**src/rtl/h2b_pkg.sv**
```systemverilog
package h2b_pkg;

  // One input word: a single ASCII hex digit and its end-of-string mark.
  typedef struct packed {
    logic [7:0] hex_char;
    logic       last_char;
  } in_word_t;

  // One result word: a single base64 character and its end-of-string mark.
  typedef struct packed {
    logic [7:0] b64_char;
    logic       last_out;
  } out_word_t;

  // One encoding job: 24 bits of group data, number of pad characters, end mark.
  typedef struct packed {
    logic [23:0] word;
    logic [1:0]  pad;
    logic        last;
  } job_t;

  // Status of the job queue as seen by the front and the back.
  typedef struct packed {
    logic full;
    logic empty;
  } q_stat_t;

  localparam int unsigned QDepth = 4;
  localparam int unsigned QPtrW  = $clog2(QDepth);
  localparam int unsigned QCntW  = $clog2(QDepth + 1);

  localparam logic [7:0] CharPad   = 8'd61;   // '='
  localparam logic [7:0] CharPlus  = 8'd43;   // '+'
  localparam logic [7:0] CharSlash = 8'd47;   // '/'
  localparam logic [7:0] CharUpA   = 8'd65;   // 'A'
  localparam logic [7:0] CharUpF   = 8'd70;   // 'F'
  localparam logic [7:0] CharLoA   = 8'd97;   // 'a'
  localparam logic [7:0] CharLoF   = 8'd102;  // 'f'

  localparam logic [1:0] PadNone = 2'd0;
  localparam logic [1:0] PadOne  = 2'd1;
  localparam logic [1:0] PadTwo  = 2'd2;

  // Value of one hex digit; any other code gives the low four bits of code minus 48.
  function automatic logic [3:0] digit_value(input logic [7:0] c);
    logic [7:0] t;
    begin
      t = 8'd0;
      if (c >= CharUpA && c <= CharUpF) begin
        t = c - 8'd55;
      end else if (c >= CharLoA && c <= CharLoF) begin
        t = c - 8'd87;
      end else begin
        t = {4'd0, c[3:0]};
      end
      return t[3:0];
    end
  endfunction

  // Standard base64 alphabet.
  function automatic logic [7:0] sextet_char(input logic [5:0] v);
    logic [7:0] c;
    begin
      if (v < 6'd26) begin
        c = CharUpA + {2'b00, v};
      end else if (v < 6'd52) begin
        c = 8'd71 + {2'b00, v};
      end else if (v < 6'd62) begin
        c = {2'b00, v} - 8'd4;
      end else if (v == 6'd62) begin
        c = CharPlus;
      end else begin
        c = CharSlash;
      end
      return c;
    end
  endfunction

endpackage

```
**src/rtl/h2b_front.sv**
```systemverilog
module h2b_front (
  input  logic              clk,
  input  logic              rst_n,
  input  logic              cfg_valid,
  output logic              cfg_ready,
  input  logic              cfg_odd_length,
  input  logic              in_push,
  output logic              in_full,
  input  h2b_pkg::in_word_t in_word,
  input  h2b_pkg::q_stat_t  q_stat,
  output logic              job_push,
  output h2b_pkg::job_t     job
);
  import h2b_pkg::*;

  logic        odd_length_r;
  logic [3:0]  held_r, held_nxt;
  logic        pend_r, pend_nxt;
  logic [15:0] grp_r, grp_nxt;
  logic [1:0]  cnt_r, cnt_nxt;
  logic        first_r, first_nxt;

  logic        accept;
  logic [3:0]  v;
  logic        have_byte;
  logic [7:0]  byte_val;

  // The register is always writable; the user must write it only while idle, which the block does not enforce.
  assign cfg_ready = 1'b1;
  assign in_full   = q_stat.full;
  assign accept    = in_push && !q_stat.full;

  // Pair digits into bytes, collect bytes into groups and issue jobs.
  always_comb begin
    v         = digit_value(in_word.hex_char);
    held_nxt  = held_r;
    pend_nxt  = pend_r;
    grp_nxt   = grp_r;
    cnt_nxt   = cnt_r;
    first_nxt = 1'b0;
    have_byte = 1'b0;
    byte_val  = 8'd0;
    job_push  = 1'b0;
    job       = '0;

    if (first_r && odd_length_r) begin
      byte_val  = {4'd0, v};
      have_byte = 1'b1;
    end else if (!pend_r) begin
      held_nxt = v;
      pend_nxt = 1'b1;
    end else begin
      byte_val  = {held_r, v};
      pend_nxt  = 1'b0;
      have_byte = 1'b1;
    end

    // A final digit left without a partner forms the high half of a byte.
    if (in_word.last_char && pend_nxt) begin
      byte_val  = {held_nxt, 4'd0};
      pend_nxt  = 1'b0;
      have_byte = 1'b1;
    end

    if (have_byte) begin
      if (cnt_r == 2'd2) begin
        job_push = 1'b1;
        job.word = {grp_r, byte_val};
        job.pad  = PadNone;
        job.last = in_word.last_char;
        grp_nxt  = 16'd0;
        cnt_nxt  = 2'd0;
      end else begin
        grp_nxt = {grp_r[7:0], byte_val};
        cnt_nxt = cnt_r + 2'd1;
      end
    end

    // End of string: flush a partial group with padding and start over.
    if (in_word.last_char) begin
      if (cnt_nxt == 2'd1) begin
        job_push = 1'b1;
        job.word = {grp_nxt[7:0], 16'd0};
        job.pad  = PadTwo;
        job.last = 1'b1;
      end else if (cnt_nxt == 2'd2) begin
        job_push = 1'b1;
        job.word = {grp_nxt, 8'd0};
        job.pad  = PadOne;
        job.last = 1'b1;
      end
      held_nxt  = 4'd0;
      pend_nxt  = 1'b0;
      grp_nxt   = 16'd0;
      cnt_nxt   = 2'd0;
      first_nxt = 1'b1;
    end

    if (!accept) begin
      job_push = 1'b0;
    end
  end

  // Front state and the configuration register.
  always_ff @(posedge clk) begin
    if (!rst_n) begin
      odd_length_r <= 1'b0;
      held_r       <= 4'd0;
      pend_r       <= 1'b0;
      grp_r        <= 16'd0;
      cnt_r        <= 2'd0;
      first_r      <= 1'b1;
    end else begin
      if (cfg_valid && cfg_ready) begin
        odd_length_r <= cfg_odd_length;
      end
      if (accept) begin
        held_r  <= held_nxt;
        pend_r  <= pend_nxt;
        grp_r   <= grp_nxt;
        cnt_r   <= cnt_nxt;
        first_r <= first_nxt;
      end
    end
  end

endmodule

```
**src/rtl/h2b_queue.sv**
```systemverilog
module h2b_queue (
  input  logic             clk,
  input  logic             rst_n,
  input  logic             push,
  input  h2b_pkg::job_t    push_job,
  input  logic             pop,
  output h2b_pkg::job_t    head,
  output h2b_pkg::q_stat_t stat
);
  import h2b_pkg::*;

  job_t             mem_r [QDepth];
  logic [QPtrW-1:0] wr_ptr_r, rd_ptr_r;
  logic [QCntW-1:0] cnt_r;
  logic             do_push, do_pop;

  assign stat.full  = (cnt_r == QCntW'(QDepth));
  assign stat.empty = (cnt_r == '0);
  assign do_push    = push && !stat.full;
  assign do_pop     = pop && !stat.empty;
  assign head       = mem_r[rd_ptr_r];

  // Job storage.
  always_ff @(posedge clk) begin
    if (do_push) begin
      mem_r[wr_ptr_r] <= push_job;
    end
  end

  // Pointers and fill count.
  always_ff @(posedge clk) begin
    if (!rst_n) begin
      wr_ptr_r <= '0;
      rd_ptr_r <= '0;
      cnt_r    <= '0;
    end else begin
      if (do_push) begin
        wr_ptr_r <= wr_ptr_r + QPtrW'(1);
      end
      if (do_pop) begin
        rd_ptr_r <= rd_ptr_r + QPtrW'(1);
      end
      if (do_push && !do_pop) begin
        cnt_r <= cnt_r + QCntW'(1);
      end else if (do_pop && !do_push) begin
        cnt_r <= cnt_r - QCntW'(1);
      end
    end
  end

endmodule

```
**src/rtl/h2b_back.sv**
```systemverilog
module h2b_back (
  input  logic               clk,
  input  logic               rst_n,
  input  h2b_pkg::q_stat_t   q_stat,
  input  h2b_pkg::job_t      q_head,
  output logic               q_pop,
  output logic               out_empty,
  input  logic               out_pop,
  output h2b_pkg::out_word_t out_word
);
  import h2b_pkg::*;

  logic [1:0] idx_r;
  logic       valid_r;
  out_word_t  word_r;
  logic       load;
  logic [5:0] sextet;
  out_word_t  word_nxt;

  assign out_empty = !valid_r;
  assign out_word  = word_r;
  assign load      = !q_stat.empty && (!valid_r || out_pop);
  assign q_pop     = load && (idx_r == 2'd3);

  // Pick the current character of the head job.
  always_comb begin
    case (idx_r)
      2'd0:    sextet = q_head.word[23:18];
      2'd1:    sextet = q_head.word[17:12];
      2'd2:    sextet = q_head.word[11:6];
      2'd3:    sextet = q_head.word[5:0];
      default: sextet = 6'd0;
    endcase
    if ({1'b0, idx_r} >= (3'd4 - {1'b0, q_head.pad})) begin
      word_nxt.b64_char = CharPad;
    end else begin
      word_nxt.b64_char = sextet_char(sextet);
    end
    word_nxt.last_out = q_head.last && (idx_r == 2'd3);
  end

  // Output register and character counter.
  always_ff @(posedge clk) begin
    if (!rst_n) begin
      idx_r   <= 2'd0;
      valid_r <= 1'b0;
    end else begin
      if (load) begin
        idx_r   <= idx_r + 2'd1;
        valid_r <= 1'b1;
      end else if (out_pop) begin
        valid_r <= 1'b0;
      end
    end
  end

  always_ff @(posedge clk) begin
    if (load) begin
      word_r <= word_nxt;
    end
  end

endmodule

```
**src/rtl/hex_to_base64_encoder.sv**
```systemverilog
// Hex digit to base64 character converter.
// Input channel: one ASCII hex digit per word with last_char marking the end
// of the string; a word is taken when in_push is high and in_full is low.
// A digit can be taken every cycle while the job queue has room.
// Output channel: one base64 character per word; the oldest character sits
// on out_word while out_empty is low and leaves when out_pop is high.
// Four characters come out for every three bytes, and a final partial group
// is padded with '='; the final character carries last_out.
// A group's job enters the job queue as the digit completing it is taken; the
// first character then loads into the output register and the other three follow.
// Throughput: one digit per cycle in while the queue has room, one character
// per cycle out while out_pop is high; the four-deep job queue between the
// digit front end and the character back end absorbs bursts of short strings.
// Configuration: cfg_odd_length is written on cfg_valid with cfg_ready, which is
// always high; the user must do so only while the block is idle (not enforced).
// Reset (synchronous, rst_n low) empties the queue and the output register,
// clears odd_length and starts at the first digit of a string.
// When the receiver stalls the output word holds, the queue fills and in_full
// then holds off further digits.
module hex_to_base64_encoder (
  input  logic               clk,
  input  logic               rst_n,
  input  logic               cfg_valid,
  output logic               cfg_ready,
  input  logic               cfg_odd_length,
  input  logic               in_push,
  output logic               in_full,
  input  h2b_pkg::in_word_t  in_word,
  output logic               out_empty,
  input  logic               out_pop,
  output h2b_pkg::out_word_t out_word
);
  import h2b_pkg::*;

  q_stat_t q_stat;
  logic    job_push;
  job_t    job;
  job_t    q_head;
  logic    q_pop;

  h2b_front u_front (
    .clk            (clk),
    .rst_n          (rst_n),
    .cfg_valid      (cfg_valid),
    .cfg_ready      (cfg_ready),
    .cfg_odd_length (cfg_odd_length),
    .in_push        (in_push),
    .in_full        (in_full),
    .in_word        (in_word),
    .q_stat         (q_stat),
    .job_push       (job_push),
    .job            (job)
  );

  h2b_queue u_queue (
    .clk      (clk),
    .rst_n    (rst_n),
    .push     (job_push),
    .push_job (job),
    .pop      (q_pop),
    .head     (q_head),
    .stat     (q_stat)
  );

  h2b_back u_back (
    .clk       (clk),
    .rst_n     (rst_n),
    .q_stat    (q_stat),
    .q_head    (q_head),
    .q_pop     (q_pop),
    .out_empty (out_empty),
    .out_pop   (out_pop),
    .out_word  (out_word)
  );

`ifndef SYNTH
  // The end of a string always produces a job.
  a_last_makes_job: assert property (@(posedge clk) disable iff (!rst_n)
    (in_push && !in_full && in_word.last_char) |-> job_push)
    else $error("final digit produced no job");

  // Jobs are issued only for accepted digits.
  a_job_needs_accept: assert property (@(posedge clk) disable iff (!rst_n)
    job_push |-> (in_push && !in_full))
    else $error("job issued without an accepted digit");

  // The queue is never full and empty at once.
  a_queue_status: assert property (@(posedge clk) disable iff (!rst_n)
    !(q_stat.full && q_stat.empty))
    else $error("queue reports full and empty");

  // A job with padding is always the end of a string.
  a_pad_is_last: assert property (@(posedge clk) disable iff (!rst_n)
    (job_push && job.pad != PadNone) |-> job.last)
    else $error("padded job not marked last");
`endif

endmodule

```
**config.mk**
```make
export PLATFORM = sky130hd
export DESIGN_NAME = hex_to_base64_encoder
export DESIGN_NICKNAME = d
export VERILOG_FILES = /design/src/rtl/h2b_pkg.sv /design/src/rtl/h2b_front.sv /design/src/rtl/h2b_queue.sv /design/src/rtl/h2b_back.sv /design/src/rtl/hex_to_base64_encoder.sv
export SDC_FILE = /design/constraint.sdc
export NUM_CORES = 1
export LEC_CHECK = 0
export BUFFER_PORTS_ARGS = -buffer_cell sky130_fd_sc_hd__buf_4
export CORE_UTILIZATION = 60
export CTS_CLUSTER_DIAMETER = 80
export DETAILED_ROUTE_END_ITERATION = 12
export GPL_ROUTABILITY_DRIVEN = 0
export PLACE_DENSITY = 0.78
export SLEW_MARGIN = 20
export SYNTH_ARGS = -nofsm -noshare
export SYNTH_HDL_FRONTEND = slang
export SYNTH_SLANG_ARGS = --single-unit
```
**constraint.sdc**
```tcl
create_clock -name clk -period 3.55 [get_ports clk]
set_input_delay 0.355 -clock clk [delete_from_list [all_inputs] [get_ports clk]]
set_output_delay 0.355 -clock clk [all_outputs]
set_load 0.1 [all_outputs]
```
==> out/metrics.cfg, run 1 <==
[worst_setup_path]
end_kind=register
worstPathRequired_ps=3720
crit_type=register to register
setup.worst_path.end=u_back.out_word[4]
reg2reg_to=u_back.out_word[4]
cp_slowest_cell=dfxtp_2
cp.buffers_inverters=2
crit_chain=buf_4 > mux4_2 > o32ai_2 > inv_1 > ha_1 > a21o_1 > a21oi_4 > a221oi_2 > a211o_1
reg2reg_depth=9
path_depth=9
cpPeakStageDelay_ps=670
critPathTopFamily=compound AO/OA/AOI/OAI gates
start_kind=register
cp_data_arrival_time_ps=3410
regToRegSetupSlack_ps=320
cp_max_fo=18

[timing]
clock-skew-final_ps=7.15
fin_crit_ps=3230
finalWorstSetupSlack_ps=319
setup_tns_ps=0
timing.final.crit_share_pct=91.0
hold_viol=0
drv_slew=0
tightest_slew_ps=905
setup_viol=0
rsz0062_at_grt=false
max_freq_mhz=309
slew-limit-headroom_pct=39.3

[power_and_ir_drop]
p_per_area_mw_per_mm2=577
finalPower_mw=4.81
p_leak_nw=3.00
vdd_drop_max_v=0.000591

[floorplanning]
initial_core_util_pct=61.7
die_w_um=113
die-area_mm2=0.0128
fp-row-count=40
core_region_area_mm2=0.0120
io_pins=27
die_h_um=113

[logic_synthesis]
yosysMostFrequentCell=edfxtp_1
syn_area_per_cell_um2=12.6
synthArstFlopShare_pct=0
synth_cell_types=69
synth_nets=629
synth-xor-area-share_pct=1.30
synth-simple-area-share_pct=11.3
yosys.area.top_type_share_pct=47.4
synth_top_cell_by_area=edfxtp_1
synthCells=590
ys_seq_elements=154
synth_top_family_by_area=compound AO/OA/AOI/OAI gates
muxShareOfSynthArea_pct=8.76
synth_edf_count=117
synth_warnings=0
synth_adder_area_share_pct=4.15
synthTopCellsByCount=edfxtp_1, nand2_1, dfxtp_1, mux2i_1, and2_1
yosysSeqAreaShare_pct=57.4
synthFlopType=edfxtp_1
syn-cell-area_mm2=0.00741
synthTopCellsByArea=edfxtp_1, dfxtp_1, mux2i_1
synth_compound_area_share_pct=13.5

[route]
vias=5018
drt_pre_antenna_iters=6
drcViolationCount=0
post_drt_wl_per_cell_um=20.4
ant_nets=0
dr.first_iter.drc_count=513
routed_wirelength_um=16000
route.detailed.vias_per_inst=6.40

[placement]
dp.final_hpwl_um=10600
port_buffers=25
pre_cts_ws_ps=345

[clock_network]
holdBufCountCts=0
cts_buffers=17
cts_resized=0
clockBufferDepth=2
worstSkewPairLatency_ps=420
htree_levels=4
cts_tree=built
cts_setup_buffers=0
cts_root_buf=clkbuf_16
numClockSinks=154
path_clk_slew_ps=60

[min_path]
hp-start=cfg_odd_length
hold_path_class=input pin to register

[flow_run]
timing.max_cap.violations=0

[global_route]
antenna_found_initial=0
grt-ovfl-total=0
grt.total_usage_pct=26.7
grt_max_degree=38
first_global_vias=4951
grt_pass1_wl_um=25100

[final_layout]
drive_above_1_share_pct=16.6
nNetsFinal=663
antennaDiodeCount=0
synthToLayoutAreaGrowth_pct=12.3

[run_status]
status=finished clean

==> worst min-delay path by stage <==
stage	to	depth (start not counted)
after floorplan	u_queue.cnt_r[2]	2
after global placement	u_queue.cnt_r[2]	2
after detailed placement	u_front.grp_r[15]	2
after CTS	u_front.odd_length_r	3
after global routing	u_front.odd_length_r	3
final	u_front.odd_length_r	3
==> power by group <==
group,switching [mW],leakage [nW],internal (mW)
registers,0.0295,1.50,2.01
logic,0.668,1.21,0.323
clock network,0.694,0.283,1.09
==> kinds of logic (layout without fill, tap and decap cells) <==
family / after synthesis / after routing
flip-flops: 154 / 154
AO/OA/AOI/OAI: 136 / 136
XOR/XNOR: 11 / 11
adder cells (fa/ha/maj): 24 / 24
other: 1 / 1
AND/OR/NAND/NOR: 162 / 162
buffers and inverters: 52 / 99
multiplexers: 50 / 50
==> metrics by stage <==
stage               utilization, %  cells  hold slack [ps]  instance area [µm²]
finish                        69.3    784              209                 8330
global route                  69.3    784              224                 8330
CTS                           69.3    784              209                 8330
detailed placement            64.4    752              529                 7740
global placement              64.4    752              486                 7740
floorplan                        -    590              472                 7420
==> flip-flops by register name (all words and copies together) (netlist names), named ones only <==
name and cells:
u_back.valid_r 1, u_back.idx_r 2, u_front.first_r 1, u_queue.mem_r 108
u_back.out_word 9, u_front.cnt_r 2, u_front.held_r 4, u_front.odd_length_r 1
u_queue.cnt_r 3, u_front.grp_r 16, u_queue.wr_ptr_r 2, u_front.pend_r 1
u_queue.rd_ptr_r 2
==> cell type report <==
| type | count | area, µm² |
|---|---|---|
| Sequential cell | 154 | 4260 |
| Fill cell | 839 | 3680 |
| Tap cell | 147 | 184 |
| Inverter | 28 | 105 |
| Multi-Input combinational cell | 384 | 2900 |
| Timing Repair Buffer | 39 | 293 |
| Clock inverter | 11 | 119 |
| Clock buffer | 21 | 470 |
==> routing by layer <==
layer / global-route usage (%) / vias to the layer above / wire (µm)
met2: 44.4 / 266 / 7960
met4: 14.3 / 0 / 420
met3: 5.52 / 40 / 1170
li1: - / 2295 / -
met1: 32.9 / 2417 / 6440
met5: 0 / - / 0
==> cells in the final DEF, fill, tap and decap left out, types with 23 or more instances in the layout <==
master,synthesis,routed
inv_1,26,26
o21ai_0,29,29
dfxtp_1,37,36
and2_1,31,31
nand2_1,47,47
edfxtp_1,117,117
mux2i_1,33,33
buf_4,1,39
ha_1,23,23
nor2_1,23,23
==> worst reg2reg max path, cell delays in order (launching register included) <==
cell	delay (ps)
dfxtp_2	670
buf_4	370
mux4_2	370
o32ai_2	310
inv_1	150
ha_1	290
a21o_1	210
a21oi_4	300
a221oi_2	60
a211o_1	270
Power figures use the tool's default switching activity.
==> run 2, diff against run 1 <==
--- a/config.mk
+++ b/config.mk
@@ -10,7 +10,7 @@
 export CTS_CLUSTER_DIAMETER = 80
 export DETAILED_ROUTE_END_ITERATION = 12
 export GPL_ROUTABILITY_DRIVEN = 0
-export PLACE_DENSITY = 0.78
+export PLACE_DENSITY = 0.8
 export SLEW_MARGIN = 20
 export SYNTH_ARGS = -nofsm -noshare
 export SYNTH_HDL_FRONTEND = slang
==> out/metrics.cfg, run 2 (synthesized netlist as in run 1, its figures left out) <==
[floorplanning]
die-area_mm2=0.0128  ; unchanged
fp-row-count=40  ; unchanged
initial_core_util_pct=61.7  ; unchanged
die_w_um=113  ; unchanged
die_h_um=113  ; unchanged
core_region_area_mm2=0.0120  ; unchanged
io_pins=27  ; unchanged

[global_route]
grt-ovfl-total=0  ; unchanged
first_global_vias=4933  ; -0.36%
antenna_found_initial=0  ; unchanged
grt.total_usage_pct=26.6  ; -0.043 points
grt_pass1_wl_um=25600  ; +1.8%
grt_max_degree=38  ; unchanged

[timing]
setup_viol=0  ; unchanged
clock-skew-final_ps=8.40  ; +1.26 ps
rsz0062_at_grt=false
tightest_slew_ps=810  ; -95.5 ps
max_freq_mhz=308  ; -0.62%
fin_crit_ps=3250  ; +20.2 ps
hold_viol=0  ; unchanged
timing.final.crit_share_pct=91.6  ; +0.57 points
setup_tns_ps=0  ; unchanged
drv_slew=0  ; unchanged
finalWorstSetupSlack_ps=298  ; -20.2 ps
slew-limit-headroom_pct=45.7  ; +6.4 points

[final_layout]
seqCellArea_mm2=0.00426  ; unchanged
antennaDiodeCount=0  ; unchanged
final_common_cell=edfxtp_1
drive_above_1_share_pct=16.5  ; -0.18 points
largest_register_ffs=108  ; unchanged
largest_register=u_queue.mem_r
n_fill_cell=836  ; -0.36%
multi_input_area_mm2=0.00290  ; unchanged
synthToLayoutAreaGrowth_pct=12.0
final_cell_mix=edfxtp_1, nand2_1, buf_4, dfxtp_1, mux2i_1
fin_util_pct=69.1  ; -0.19 points
nNetsFinal=664  ; +0.15%

[worst_setup_path]
cp_slowest_cell=o32ai_2
cp_max_fo=10  ; -8
crit_path_start=u_back.idx_r[0]
crit_type=register to register
regToRegSetupSlack_ps=300  ; -20 ps
worstPathRequired_ps=3720  ; about the same
critPathTopFamily=compound AO/OA/AOI/OAI gates
path_depth=11  ; +2
setup.worst_path.end=u_back.out_word[4]
cp_data_arrival_time_ps=3420  ; about the same
crit_chain=inv_1 > ha_1 > or2b_1 > o22ai_1 > o32ai_2 > inv_1 > ha_1 > a21o_1 > a21oi_4 > a221oi_2 > a211o_1
reg2reg_depth=11  ; +2
reg2reg_to=u_back.out_word[4]
cpPeakStageDelay_ps=520  ; -150 ps
reg2reg_from=u_back.idx_r[0]
end_kind=register
start_kind=register
cp.buffers_inverters=2  ; unchanged

[power_and_ir_drop]
p_leak_nw=3.00  ; +0.14%
p_per_area_mw_per_mm2=569  ; -1.5%
vdd_drop_max_v=0.000329  ; -44%

[clock_network]
cts_root_buf=clkbuf_16
path_clk_slew_ps=60  ; about the same
cts_tree=built
clockBufferDepth=2  ; unchanged
cts_resized=0  ; unchanged
htree_levels=4  ; unchanged
numClockSinks=154  ; unchanged
cts_buffers=17  ; unchanged
worstSkewPairLatency_ps=430  ; about the same
holdBufCountCts=0  ; unchanged
cts_setup_buffers=0  ; unchanged

[route]
drt_pre_antenna_iters=6  ; unchanged
route.detailed.vias_per_inst=6.40  ; about the same
routed_wirelength_um=15900  ; -0.70%
post_drt_wl_per_cell_um=20.2  ; -0.83%
dr.first_iter.drc_count=534  ; +4.1%
vias=5022  ; +0.080%
ant_nets=0  ; unchanged
drcViolationCount=0  ; unchanged

[placement]
port_buffers=25  ; unchanged
pre_cts_ws_ps=342  ; -2.26 ps
dp.final_hpwl_um=10800  ; +1.2%

[min_path]
hold_path_class=input pin to register

[flow_run]
timing.max_cap.violations=0  ; unchanged

[run_status]
status=finished clean

==> run 2: tightest hold or removal path: stages <==
cell and delay (ps):
buf_4 80, mux2i_1 50, nor2b_1 100
==> run 2: how the worst min path moves through the flow <==
| stage | startpoint | end | cells after the start |
|---|---|---|---|
| finish | cfg_odd_length | u_front.odd_length_r | 3 |
| global route | cfg_odd_length | u_front.odd_length_r | 3 |
| CTS | cfg_odd_length | u_front.odd_length_r | 3 |
| detailed placement | u_front.grp_r[4] | u_front.grp_r[4] | 2 |
| global placement | u_queue.cnt_r[2] | u_queue.cnt_r[2] | 2 |
| floorplan | u_queue.cnt_r[2] | u_queue.cnt_r[2] | 2 |
==> run 2: cell type report <==
cell class              count  area share [%]
clock inverters             9           0.859
well taps                 147            2.21
multi-input cells         384            34.9
inverters                  28            1.27
clock buffers              23            5.88
repair buffers             40            3.62
flip-flops and latches    154            51.2
==> run 2: through the flow <==
stage	hold WS [ps]	area, µm²	std cells	power [mW]
floorplan	472	7420	590	2.82
global placement	487	7750	753	3.01
detailed placement	537	7750	753	3.05
CTS	189	8310	785	4.73
global route	247	8310	785	4.91
finish	200	8310	785	4.72
==> run 2: where the power goes <==
| part | internal [mW] | leakage [nW] | switching, mW |
|---|---|---|---|
| clock network | 1.03 | 0.282 | 0.665 |
| logic | 0.325 | 1.21 | 0.672 |
| registers | 2.01 | 1.50 | 0.0284 |
| total | 3.36 | 3.00 | 1.36 |
==> run 2: metal layers <==
layer  GRT usage [%]  part of all wire, %  vias to the layer above
met5               0                    0                        -
met4            11.8                  2.3                        0
met3            5.25                  7.5                       49
met2            43.0                   49                      252
met1            35.2                   41                     2429
li1                -                    -                     2292
